[config.mk]
export PLATFORM = sky130hd
export DESIGN_NAME = zlib_stored_stream_wrapper_flat
export DESIGN_NICKNAME = d
export VERILOG_FILES = /design/src/rtl/zss_pkg.sv /design/src/rtl/zss_in_if.sv /design/src/rtl/zss_out_if.sv /design/src/rtl/zss_engine.sv /design/src/rtl/zss_serializer.sv /design/src/rtl/zlib_stored_stream_wrapper.sv /design/src/flat_wrapper.sv
export SDC_FILE = /design/constraint.sdc
export NUM_CORES = 1
export LEC_CHECK = 0
export ABC_AREA = 1
export BUFFER_PORTS_ARGS = -buffer_cell sky130_fd_sc_hd__buf_4
export CORE_MARGIN = 2
export CORE_UTILIZATION = 57
export DETAILED_ROUTE_END_ITERATION = 7
export GPL_ROUTABILITY_DRIVEN = 0
export PLACE_DENSITY_LB_ADDON = 0.15
export SETUP_SLACK_MARGIN = 0.15
export SYNTH_ARGS = -nofsm -noshare
export SYNTH_HDL_FRONTEND = slang
export SYNTH_HIERARCHICAL = 1
export SYNTH_SLANG_ARGS = --single-unit
[constraint.sdc]
create_clock -name clk -period 4.7 [get_ports clk]
set_clock_uncertainty 0.15 [all_clocks]
set_input_delay 0.94 -clock clk [delete_from_list [all_inputs] [get_ports clk]]
set_output_delay 0.94 -clock clk [all_outputs]
set_load 0.02 [all_outputs]
[src/rtl/zss_pkg.sv]
package zss_pkg;

	// Stream shape
	localparam int unsigned MAX_BLOCK_BYTES = 65535;
	localparam int unsigned LENGTH_BITS     = 32;

	// Adler-32 modulus
	localparam logic [16:0] ADLER_MOD = 17'd65521;

	// zlib header bytes
	localparam logic [7:0] ZLIB_CMF = 8'h78;
	localparam logic [7:0] ZLIB_FLG = 8'h01;

	// Item commands
	localparam logic CMD_START = 1'b0;
	localparam logic CMD_DATA  = 1'b1;

	// Longest run of result bytes one item can cause
	localparam int unsigned MAX_RUN   = 11;
	localparam int unsigned RUN_CNT_W = 4;

	typedef logic [LENGTH_BITS-1:0] len_t;

	typedef struct packed {
		logic [MAX_RUN-1:0][7:0] bytes;  // bytes[0] leaves first
		logic [RUN_CNT_W-1:0]    count;
		logic                    done;   // run ends with the last trailer byte
	} run_t;

endpackage

[src/rtl/zss_in_if.sv]
interface zss_in_if;
	logic        valid;
	logic        ready;
	logic        command;
	logic [7:0]  data_byte;
	logic [31:0] stream_length;

	modport source (output valid, command, data_byte, stream_length, input ready);
	modport sink   (input valid, command, data_byte, stream_length, output ready);
endinterface

[src/rtl/zss_out_if.sv]
interface zss_out_if;
	logic       valid;
	logic       ready;
	logic [7:0] out_byte;
	logic       run_last;
	logic       stream_done;

	modport source (output valid, out_byte, run_last, stream_done, input ready);
	modport sink   (input valid, out_byte, run_last, stream_done, output ready);
endinterface

[src/rtl/zss_engine.sv]
module zss_engine (
	input  logic          clk,
	input  logic          arst_n,
	zss_in_if.sink        item,
	input  logic          can_load,
	output logic          load_valid,
	output zss_pkg::run_t run
);

	logic [15:0]         sum_low_q, sum_high_q;
	zss_pkg::len_t       rem_q;
	logic [15:0]         blk_q;
	logic                open_q;

	logic [15:0]         sum_low_d, sum_high_d;
	zss_pkg::len_t       rem_d;
	logic [15:0]         blk_d;
	logic                open_d;

	logic                take;
	logic [63:0]         len_wide;
	zss_pkg::len_t       len_in;
	logic                need_hdr, big, last;
	logic [15:0]         blk_len, nlen;
	logic [16:0]         lo_sum, hi_sum;
	logic [15:0]         lo_new, hi_new;
	zss_pkg::len_t       rem_dec;
	logic [4:0][7:0]     hdr_b;
	logic [3:0][7:0]     trl_b;

	assign item.ready = can_load;
	assign take       = item.valid && can_load;

	assign len_wide = 64'(item.stream_length);
	assign len_in   = len_wide[zss_pkg::LENGTH_BITS-1:0];

	assign need_hdr = (blk_q == 16'd0);
	assign big      = (rem_q > zss_pkg::LENGTH_BITS'(zss_pkg::MAX_BLOCK_BYTES));
	assign blk_len  = big ? 16'(zss_pkg::MAX_BLOCK_BYTES) : rem_q[15:0];
	assign nlen     = ~blk_len;

	// Adler-32 step: each sum stays below twice the modulus, one subtract folds it
	assign lo_sum = {1'b0, sum_low_q} + {9'd0, item.data_byte};
	assign lo_new = (lo_sum >= zss_pkg::ADLER_MOD) ? 16'(lo_sum - zss_pkg::ADLER_MOD)
	                                               : lo_sum[15:0];
	assign hi_sum = {1'b0, sum_high_q} + {1'b0, lo_new};
	assign hi_new = (hi_sum >= zss_pkg::ADLER_MOD) ? 16'(hi_sum - zss_pkg::ADLER_MOD)
	                                               : hi_sum[15:0];

	assign rem_dec = rem_q - zss_pkg::LENGTH_BITS'(1);
	assign last    = (rem_dec == '0);

	assign hdr_b[0] = {7'd0, !big};
	assign hdr_b[1] = blk_len[7:0];
	assign hdr_b[2] = blk_len[15:8];
	assign hdr_b[3] = nlen[7:0];
	assign hdr_b[4] = nlen[15:8];

	assign trl_b[0] = hi_new[15:8];
	assign trl_b[1] = hi_new[7:0];
	assign trl_b[2] = lo_new[15:8];
	assign trl_b[3] = lo_new[7:0];

	always_comb begin
		sum_low_d  = sum_low_q;
		sum_high_d = sum_high_q;
		rem_d      = rem_q;
		blk_d      = blk_q;
		open_d     = open_q;
		load_valid = 1'b0;
		run        = '0;
		if (item.command == zss_pkg::CMD_START) begin
			sum_low_d    = 16'd1;
			sum_high_d   = 16'd0;
			blk_d        = 16'd0;
			load_valid   = item.valid;
			run.bytes[0] = zss_pkg::ZLIB_CMF;
			run.bytes[1] = zss_pkg::ZLIB_FLG;
			if (len_in == '0) begin
				// empty final block, then the trailer of an empty checksum
				run.bytes[2]  = 8'h01;
				run.bytes[3]  = 8'h00;
				run.bytes[4]  = 8'h00;
				run.bytes[5]  = 8'hFF;
				run.bytes[6]  = 8'hFF;
				run.bytes[7]  = 8'h00;
				run.bytes[8]  = 8'h00;
				run.bytes[9]  = 8'h00;
				run.bytes[10] = 8'h01;
				run.count     = zss_pkg::RUN_CNT_W'(11);
				run.done      = 1'b1;
				rem_d         = '0;
				open_d        = 1'b0;
			end else begin
				run.count = zss_pkg::RUN_CNT_W'(2);
				rem_d     = len_in;
				open_d    = 1'b1;
			end
		end else if (open_q) begin
			load_valid = item.valid;
			sum_low_d  = lo_new;
			sum_high_d = hi_new;
			rem_d      = rem_dec;
			run.done   = last;
			if (need_hdr) begin
				run.bytes[4:0] = hdr_b;
				run.bytes[5]   = item.data_byte;
				run.bytes[9:6] = trl_b;
				run.count      = last ? zss_pkg::RUN_CNT_W'(10) : zss_pkg::RUN_CNT_W'(6);
				blk_d          = blk_len - 16'd1;
			end else begin
				run.bytes[0]   = item.data_byte;
				run.bytes[4:1] = trl_b;
				run.count      = last ? zss_pkg::RUN_CNT_W'(5) : zss_pkg::RUN_CNT_W'(1);
				blk_d          = blk_q - 16'd1;
			end
			if (last) begin
				blk_d  = 16'd0;
				open_d = 1'b0;
			end
		end
	end

	always_ff @(posedge clk or negedge arst_n) begin
		if (!arst_n) begin
			sum_low_q  <= 16'd1;
			sum_high_q <= 16'd0;
			rem_q      <= '0;
			blk_q      <= 16'd0;
			open_q     <= 1'b0;
		end else if (take) begin
			sum_low_q  <= sum_low_d;
			sum_high_q <= sum_high_d;
			rem_q      <= rem_d;
			blk_q      <= blk_d;
			open_q     <= open_d;
		end
	end

endmodule

[src/rtl/zss_serializer.sv]
module zss_serializer (
	input  logic          clk,
	input  logic          arst_n,
	input  logic          load_valid,
	input  zss_pkg::run_t run,
	output logic          can_load,
	zss_out_if.source     result
);

	logic [zss_pkg::MAX_RUN-1:0][7:0] bytes_q;
	logic [zss_pkg::RUN_CNT_W-1:0]    cnt_q;
	logic                             done_q;
	logic                             xfer, one_left;

	assign one_left = (cnt_q == zss_pkg::RUN_CNT_W'(1));
	assign xfer     = result.valid && result.ready;
	assign can_load = (cnt_q == '0) || (one_left && xfer);

	assign result.valid       = (cnt_q != '0);
	assign result.out_byte    = bytes_q[0];
	assign result.run_last    = one_left;
	assign result.stream_done = one_left && done_q;

	always_ff @(posedge clk or negedge arst_n) begin
		if (!arst_n) begin
			cnt_q <= '0;
		end else if (load_valid && can_load) begin
			cnt_q <= run.count;
		end else if (xfer) begin
			cnt_q <= cnt_q - zss_pkg::RUN_CNT_W'(1);
		end
	end

	// Payload: load a fresh run or advance one byte per transfer
	always_ff @(posedge clk) begin
		if (load_valid && can_load) begin
			bytes_q <= run.bytes;
			done_q  <= run.done;
		end else if (xfer) begin
			for (int i = 0; i < zss_pkg::MAX_RUN - 1; i++) begin
				bytes_q[i] <= bytes_q[i+1];
			end
			bytes_q[zss_pkg::MAX_RUN-1] <= 8'h00;
		end
	end

endmodule

[src/rtl/zlib_stored_stream_wrapper.sv]
// The first result byte of an item is offered in the cycle after its input transfer.
// One result byte leaves per cycle while the receiver is ready. An item causes a run of
// bytes (1 for a plain data byte, 6 at a block start, up to 11) that the single-byte output
// serializer shifts out; a new item is taken when it is empty or as its last byte leaves.
// Reset (arst_n low, asynchronous): Adler sums go to 1 and 0, no stream is open, output empty.
module zlib_stored_stream_wrapper (
	input  logic      clk,
	input  logic      arst_n,
	zss_in_if.sink    item,
	zss_out_if.source result
);

	// Handoff between the stream engine and the output serializer.
	// The engine takes an item whenever the serializer can accept a new run,
	// which includes the cycle in which the previous run's last byte transfers.
	logic          load_valid;
	logic          can_load;
	zss_pkg::run_t run;

	// Stream state, Adler-32 update and block framing: builds the whole
	// byte run for one item combinationally. Dropped data loads nothing.
	zss_engine u_engine (
		.clk        (clk),
		.arst_n     (arst_n),
		.item       (item),
		.can_load   (can_load),
		.load_valid (load_valid),
		.run        (run)
	);

	// Output register: hold the run and shift it out one byte per transfer,
	// flag the last byte of the run and the final checksum byte.
	zss_serializer u_serializer (
		.clk        (clk),
		.arst_n     (arst_n),
		.load_valid (load_valid),
		.run        (run),
		.can_load   (can_load),
		.result     (result)
	);

endmodule
[src/flat_wrapper.sv]
// flat-port wrapper written by rule: the top's interface ports become plain ports
module zlib_stored_stream_wrapper_flat 
  (clk, arst_n, item_valid, item_command, item_data_byte, item_stream_length, item_ready, result_valid, result_out_byte, result_run_last, result_stream_done, result_ready);
  zss_in_if item_i ();
  zss_out_if result_i ();
  input  logic clk;
  input  logic arst_n;
  input wire logic [$bits(item_i.valid)-1:0] item_valid;
  input wire logic [$bits(item_i.command)-1:0] item_command;
  input wire logic [$bits(item_i.data_byte)-1:0] item_data_byte;
  input wire logic [$bits(item_i.stream_length)-1:0] item_stream_length;
  output wire logic [$bits(item_i.ready)-1:0] item_ready;
  output wire logic [$bits(result_i.valid)-1:0] result_valid;
  output wire logic [$bits(result_i.out_byte)-1:0] result_out_byte;
  output wire logic [$bits(result_i.run_last)-1:0] result_run_last;
  output wire logic [$bits(result_i.stream_done)-1:0] result_stream_done;
  input wire logic [$bits(result_i.ready)-1:0] result_ready;
  assign item_i.valid = item_valid;
  assign item_i.command = item_command;
  assign item_i.data_byte = item_data_byte;
  assign item_i.stream_length = item_stream_length;
  assign item_ready = item_i.ready;
  assign result_valid = result_i.valid;
  assign result_out_byte = result_i.out_byte;
  assign result_run_last = result_i.run_last;
  assign result_stream_done = result_i.stream_done;
  assign result_i.ready = result_ready;
  zlib_stored_stream_wrapper u_core (.clk(clk), .arst_n(arst_n), .item(item_i), .result(result_i));
endmodule
==> impl_metrics.xml <==
<?xml version="1.0" encoding="UTF-8"?>
<metrics>
  <group name="global_routing">
    <metric name="grt_antenna_before_repair" unit="">0</metric>
    <metric name="grt_max_degree" unit="">93</metric>
    <metric name="grt.total_usage" unit="%">36.29</metric>
    <metric name="first_global_vias" unit="">13020</metric>
    <metric name="global_route.overflow_total" unit="">0</metric>
    <metric name="global_route_wire_length_before_repair" unit="um">68880</metric>
  </group>
  <group name="pwr">
    <metric name="worst_ir_drop_vdd" unit="mV">0.9209</metric>
    <metric name="total_leakage_power" unit="nW">8.380</metric>
    <metric name="power_density" unit="nW/um^2">752.5</metric>
  </group>
  <group name="final_layout">
    <metric name="layout-drive-gt1-share" unit="%">25.43</metric>
    <metric name="area_delta_synth_final" unit="%">26.33</metric>
    <metric name="n_antenna_cell" unit="">0</metric>
    <metric name="final_nets" unit="">2232</metric>
  </group>
  <group name="route">
    <metric name="detailedRoute.firstPassIterationCount" unit="">6</metric>
    <metric name="routed_wirelength" unit="um">45720</metric>
    <metric name="route.detailed.vias_per_inst" unit="">5.742</metric>
    <metric name="route.antenna.remaining_nets" unit="">0</metric>
    <metric name="route.detailed.wl_per_inst" unit="um">18.47</metric>
    <metric name="detail_route.drc_violations" unit="">0</metric>
    <metric name="drt-initial-drc-count" unit="">1939</metric>
    <metric name="routed-via-count" unit="">14220</metric>
  </group>
  <group name="logic_synthesis">
    <metric name="avgSynthCellArea" unit="sq um">6.784</metric>
    <metric name="synth-seq-cells" unit="">174</metric>
    <metric name="yosysWarningCount" unit="">6</metric>
    <metric name="synth_cells" unit="">1960</metric>
    <metric name="synth_enable_flop_cells" unit="">89</metric>
    <metric name="synth_most_common_cell" unit="">sky130_fd_sc_hd__nand2_1</metric>
    <metric name="synth_top_flop_cell" unit="">sky130_fd_sc_hd__edfxtp_1</metric>
    <metric name="synth.top_cells.by_area" unit="">sky130_fd_sc_hd__nand2_1, sky130_fd_sc_hd__edfxtp_1, sky130_fd_sc_hd__dfrtp_1, sky130_fd_sc_hd__inv_1, sky130_fd_sc_hd__nand3_1</metric>
    <metric name="netlist.area_leader.share" unit="%">21.20</metric>
    <metric name="synth.distinct_cells" unit="">45</metric>
    <metric name="post_synth_instance_area" unit="sq um">13300</metric>
    <metric name="post-synth-top-area-cell" unit="">sky130_fd_sc_hd__nand2_1</metric>
    <metric name="yosysSeqAreaShare" unit="%">36.11</metric>
    <metric name="synth.cells.most_frequent" unit="">sky130_fd_sc_hd__nand2_1, sky130_fd_sc_hd__inv_1, sky130_fd_sc_hd__nor2_1, sky130_fd_sc_hd__nand3_1, sky130_fd_sc_hd__edfxtp_1</metric>
    <metric name="ys_async_sr_fraction" unit="%">48.85</metric>
  </group>
  <group name="sta">
    <metric name="rsz0062_at_grt" unit="">true</metric>
    <metric name="slew_headroom" unit="%">25.24</metric>
    <metric name="finalWorstSetupSlack" unit="ns">-0.6217</metric>
    <metric name="final-max-slew-violation-count" unit="">0</metric>
    <metric name="tightest_slew" unit="ns">1.111</metric>
    <metric name="final.setup.tns" unit="ns">-23.76</metric>
    <metric name="final_hold_viol_count" unit="">0</metric>
    <metric name="setup_viol_count_final" unit="">48</metric>
    <metric name="min_period" unit="ns">5.322</metric>
    <metric name="post-route-period-util" unit="%">113.2</metric>
    <metric name="clock.fmax" unit="MHz">187.9</metric>
  </group>
  <group name="worst_setup_path">
    <metric name="data_required_time_at_the_worst_endpoint" unit="ns">4.75</metric>
    <metric name="crit_path_start_kind" unit="">primary input</metric>
    <metric name="end_kind" unit="">flop</metric>
    <metric name="slowest_stage" unit="">sky130_fd_sc_hd__fa_2</metric>
    <metric name="worst-setup-path-type" unit="">primary input to flop</metric>
    <metric name="critPathMaxStageDelay" unit="ns">0.41</metric>
    <metric name="critPathMaxFanout" unit="">6</metric>
    <metric name="crit_arrival" unit="ns">5.37</metric>
    <metric name="path_common_cell" unit="">sky130_fd_sc_hd__nand2_1</metric>
  </group>
  <group name="status">
    <metric name="failed_checks" unit="">setup timing</metric>
    <metric name="status" unit="">complete, but fails checks</metric>
  </group>
  <group name="floorplan">
    <metric name="floorplan.die.width" unit="um">156.7</metric>
    <metric name="std_cell_rows" unit="">55</metric>
    <metric name="design.core.area" unit="sq um">22780</metric>
    <metric name="io_pins" unit="">57</metric>
    <metric name="fp.dieArea" unit="sq um">24560</metric>
    <metric name="start_util" unit="%">58.37</metric>
    <metric name="dieHeight" unit="um">156.7</metric>
  </group>
  <group name="hold_path">
    <metric name="min_path_type" unit="">flop to flop</metric>
  </group>
  <group name="clocking">
    <metric name="tritoncts_buffers" unit="">17</metric>
    <metric name="numClockSinks" unit="">174</metric>
    <metric name="cts.clk_slew.worst_paths" unit="ns">0.08</metric>
    <metric name="insertion_delay_of_the_later_clocked_pin_in_the_worst_skew_pair" unit="ns">0.45</metric>
    <metric name="max-clock-path-buffers" unit="">2</metric>
    <metric name="cts_tree" unit="">yes</metric>
    <metric name="maximum_level_of_the_cts_h_tree" unit="">4</metric>
    <metric name="cts_root_buf" unit="">sky130_fd_sc_hd__clkbuf_16</metric>
    <metric name="post_cts_hold_buffer_count" unit="">0</metric>
  </group>
  <group name="placement">
    <metric name="port_buffers" unit="">56</metric>
    <metric name="detailedPlace.worstSlack" unit="ns">-1.137</metric>
    <metric name="post-dp-hpwl" unit="um">32070</metric>
  </group>
  <group name="run">
    <metric name="timing.max_cap.violations" unit="">0</metric>
  </group>
</metrics>
cells by family (layout without fill, tap and decap cells):
logic type      Yosys count  count (layout)  share of synthesized area, %
compound gates          143             143                         6.333
xor+xnor                 44              44                         2.898
flops                   174             174                         36.11
buf+inv                 324             520                         10.71
other cells               1               7                       0.02820
fa+ha+maj                37              37                         3.595
simple gates           1237            1238                         40.33
metrics by stage:
stage	power (mW)	hold WS [ns]	utilization (%)	area (sq um)	cells
finish	12.64	0.3382	73.74	16800	2476
global route	13.35	0.3777	73.74	16800	2476
CTS	11.95	0.3403	71.84	16360	2464
detailed placement	9.984	0.3204	66.16	15070	2413
global placement	9.841	0.3142	66.16	15070	2413
floorplan	7.417	0.2994	-	13540	1966
layout by cell type, fill, tap and decap left out, types with 5 or more instances in the layout:
master                      Yosys  routed
sky130_fd_sc_hd__a21oi_1       45      35
sky130_fd_sc_hd__a21oi_2        1       9
sky130_fd_sc_hd__a22oi_1       16      16
sky130_fd_sc_hd__buf_12         1       7
sky130_fd_sc_hd__buf_4         28     226
sky130_fd_sc_hd__buf_6         10       9
sky130_fd_sc_hd__clkbuf_16      0      17
sky130_fd_sc_hd__conb_1         1       7
sky130_fd_sc_hd__dfrtp_1       84      84
sky130_fd_sc_hd__edfxtp_1      89      89
sky130_fd_sc_hd__ha_1          35      17
sky130_fd_sc_hd__ha_4           0      18
sky130_fd_sc_hd__inv_1        231     216
sky130_fd_sc_hd__inv_2         11      24
sky130_fd_sc_hd__inv_8          0       6
sky130_fd_sc_hd__nand2_1      751     678
sky130_fd_sc_hd__nand2_2       18      67
sky130_fd_sc_hd__nand2_4       13      37
sky130_fd_sc_hd__nand3_1      165     117
sky130_fd_sc_hd__nand3_2        4      47
sky130_fd_sc_hd__nand3_4        2       8
sky130_fd_sc_hd__nand3b_1       8       8
sky130_fd_sc_hd__nand4_1       50      50
sky130_fd_sc_hd__nor2_1       179     155
sky130_fd_sc_hd__nor2_2        13      26
sky130_fd_sc_hd__nor2_4         7      18
sky130_fd_sc_hd__nor3_1        10      10
sky130_fd_sc_hd__nor4_1         8       8
sky130_fd_sc_hd__o211ai_1       8       8
sky130_fd_sc_hd__o21ai_0       39      38
sky130_fd_sc_hd__o21ai_1       11      11
sky130_fd_sc_hd__o221ai_1       9       9
sky130_fd_sc_hd__o22ai_1        5       5
sky130_fd_sc_hd__xnor2_1       10       9
sky130_fd_sc_hd__xor2_1        34      32
critical path: cells and delay by family:
kind,cells,cell delay [ns]
buf+inv,4,0.43
simple gates,29,3.08
fa+ha+maj,3,0.88
what timing repair did:
| action | 4_1_cts | 5_1_grt |
|---|---|---|
| setup endpoints to repair | 48 | 48 |
| cloned | 2 | 0 |
| pin swaps | 65 | 87 |
| resized for setup | 117 | 88 |
| setup buffers | 17 | 12 |
| hold endpoints to repair | 0 | 0 |
where the power goes:
group          switching [mW]  internal, mW
Clock                   0.750         0.730
Combinational            5.14          3.12
Sequential              0.423          2.47
Total                    6.31          6.33
worst paths after layout:
path / from / end / slack [ns] / cells past startpoint
worst max-delay path: item_data_byte[0] / u_core/u_serializer/bytes_q[9] / -0.62 / 36
worst min-delay path: u_core/u_engine/blk_q[13] / u_core/u_engine/blk_q[13] / 0.34 / 2
worst max register to register: u_core/u_engine/sum_low_q[0] / u_core/u_serializer/bytes_q[9] / -0.42 / 35
worst min register to register: u_core/u_engine/blk_q[13] / u_core/u_engine/blk_q[13] / 0.34 / 2
max in group asynchronous: arst_n / u_core/u_engine/sum_low_q[4] / 3.06 / 2
min in group asynchronous: arst_n / u_core/u_engine/rem_q[17] / 0.50 / 1
metal layers:
| metal | GRT usage, % | up-vias | routed length (um) |
|---|---|---|---|
| met5 | 0 | - | 0 |
| met4 | 20.80 | 0 | 2771 |
| met3 | 5.649 | 182 | 4741 |
| met2 | 56.73 | 835 | 20680 |
| met1 | 47.98 | 6569 | 17530 |
| li1 | - | 6630 | - |
state kept, by name, summed over array words and instances (netlist names):
name and flops:
u_core/u_engine/blk_q 16, u_core/u_serializer/cnt_q 4, u_core/u_engine/open_q 1, u_core/u_serializer/result.out_byte 8, u_core/u_serializer/bytes_q 80, u_core/u_engine/rem_q 32
u_core/u_engine/sum_low_q 16, u_core/u_serializer/done_q 1, u_core/u_engine/sum_high_q 16
cell type report:
cell class	count	area [sq um]
clock buffers	17	425.4
clock inverters	15	182.7
fillers	1749	5981
inverters	244	919.6
multi-input cells	1469	8119
flip-flops and latches	174	4801
well taps	313	391.6
repair buffers	244	1958
No activity file was read; power rests on OpenSTA's default activity.
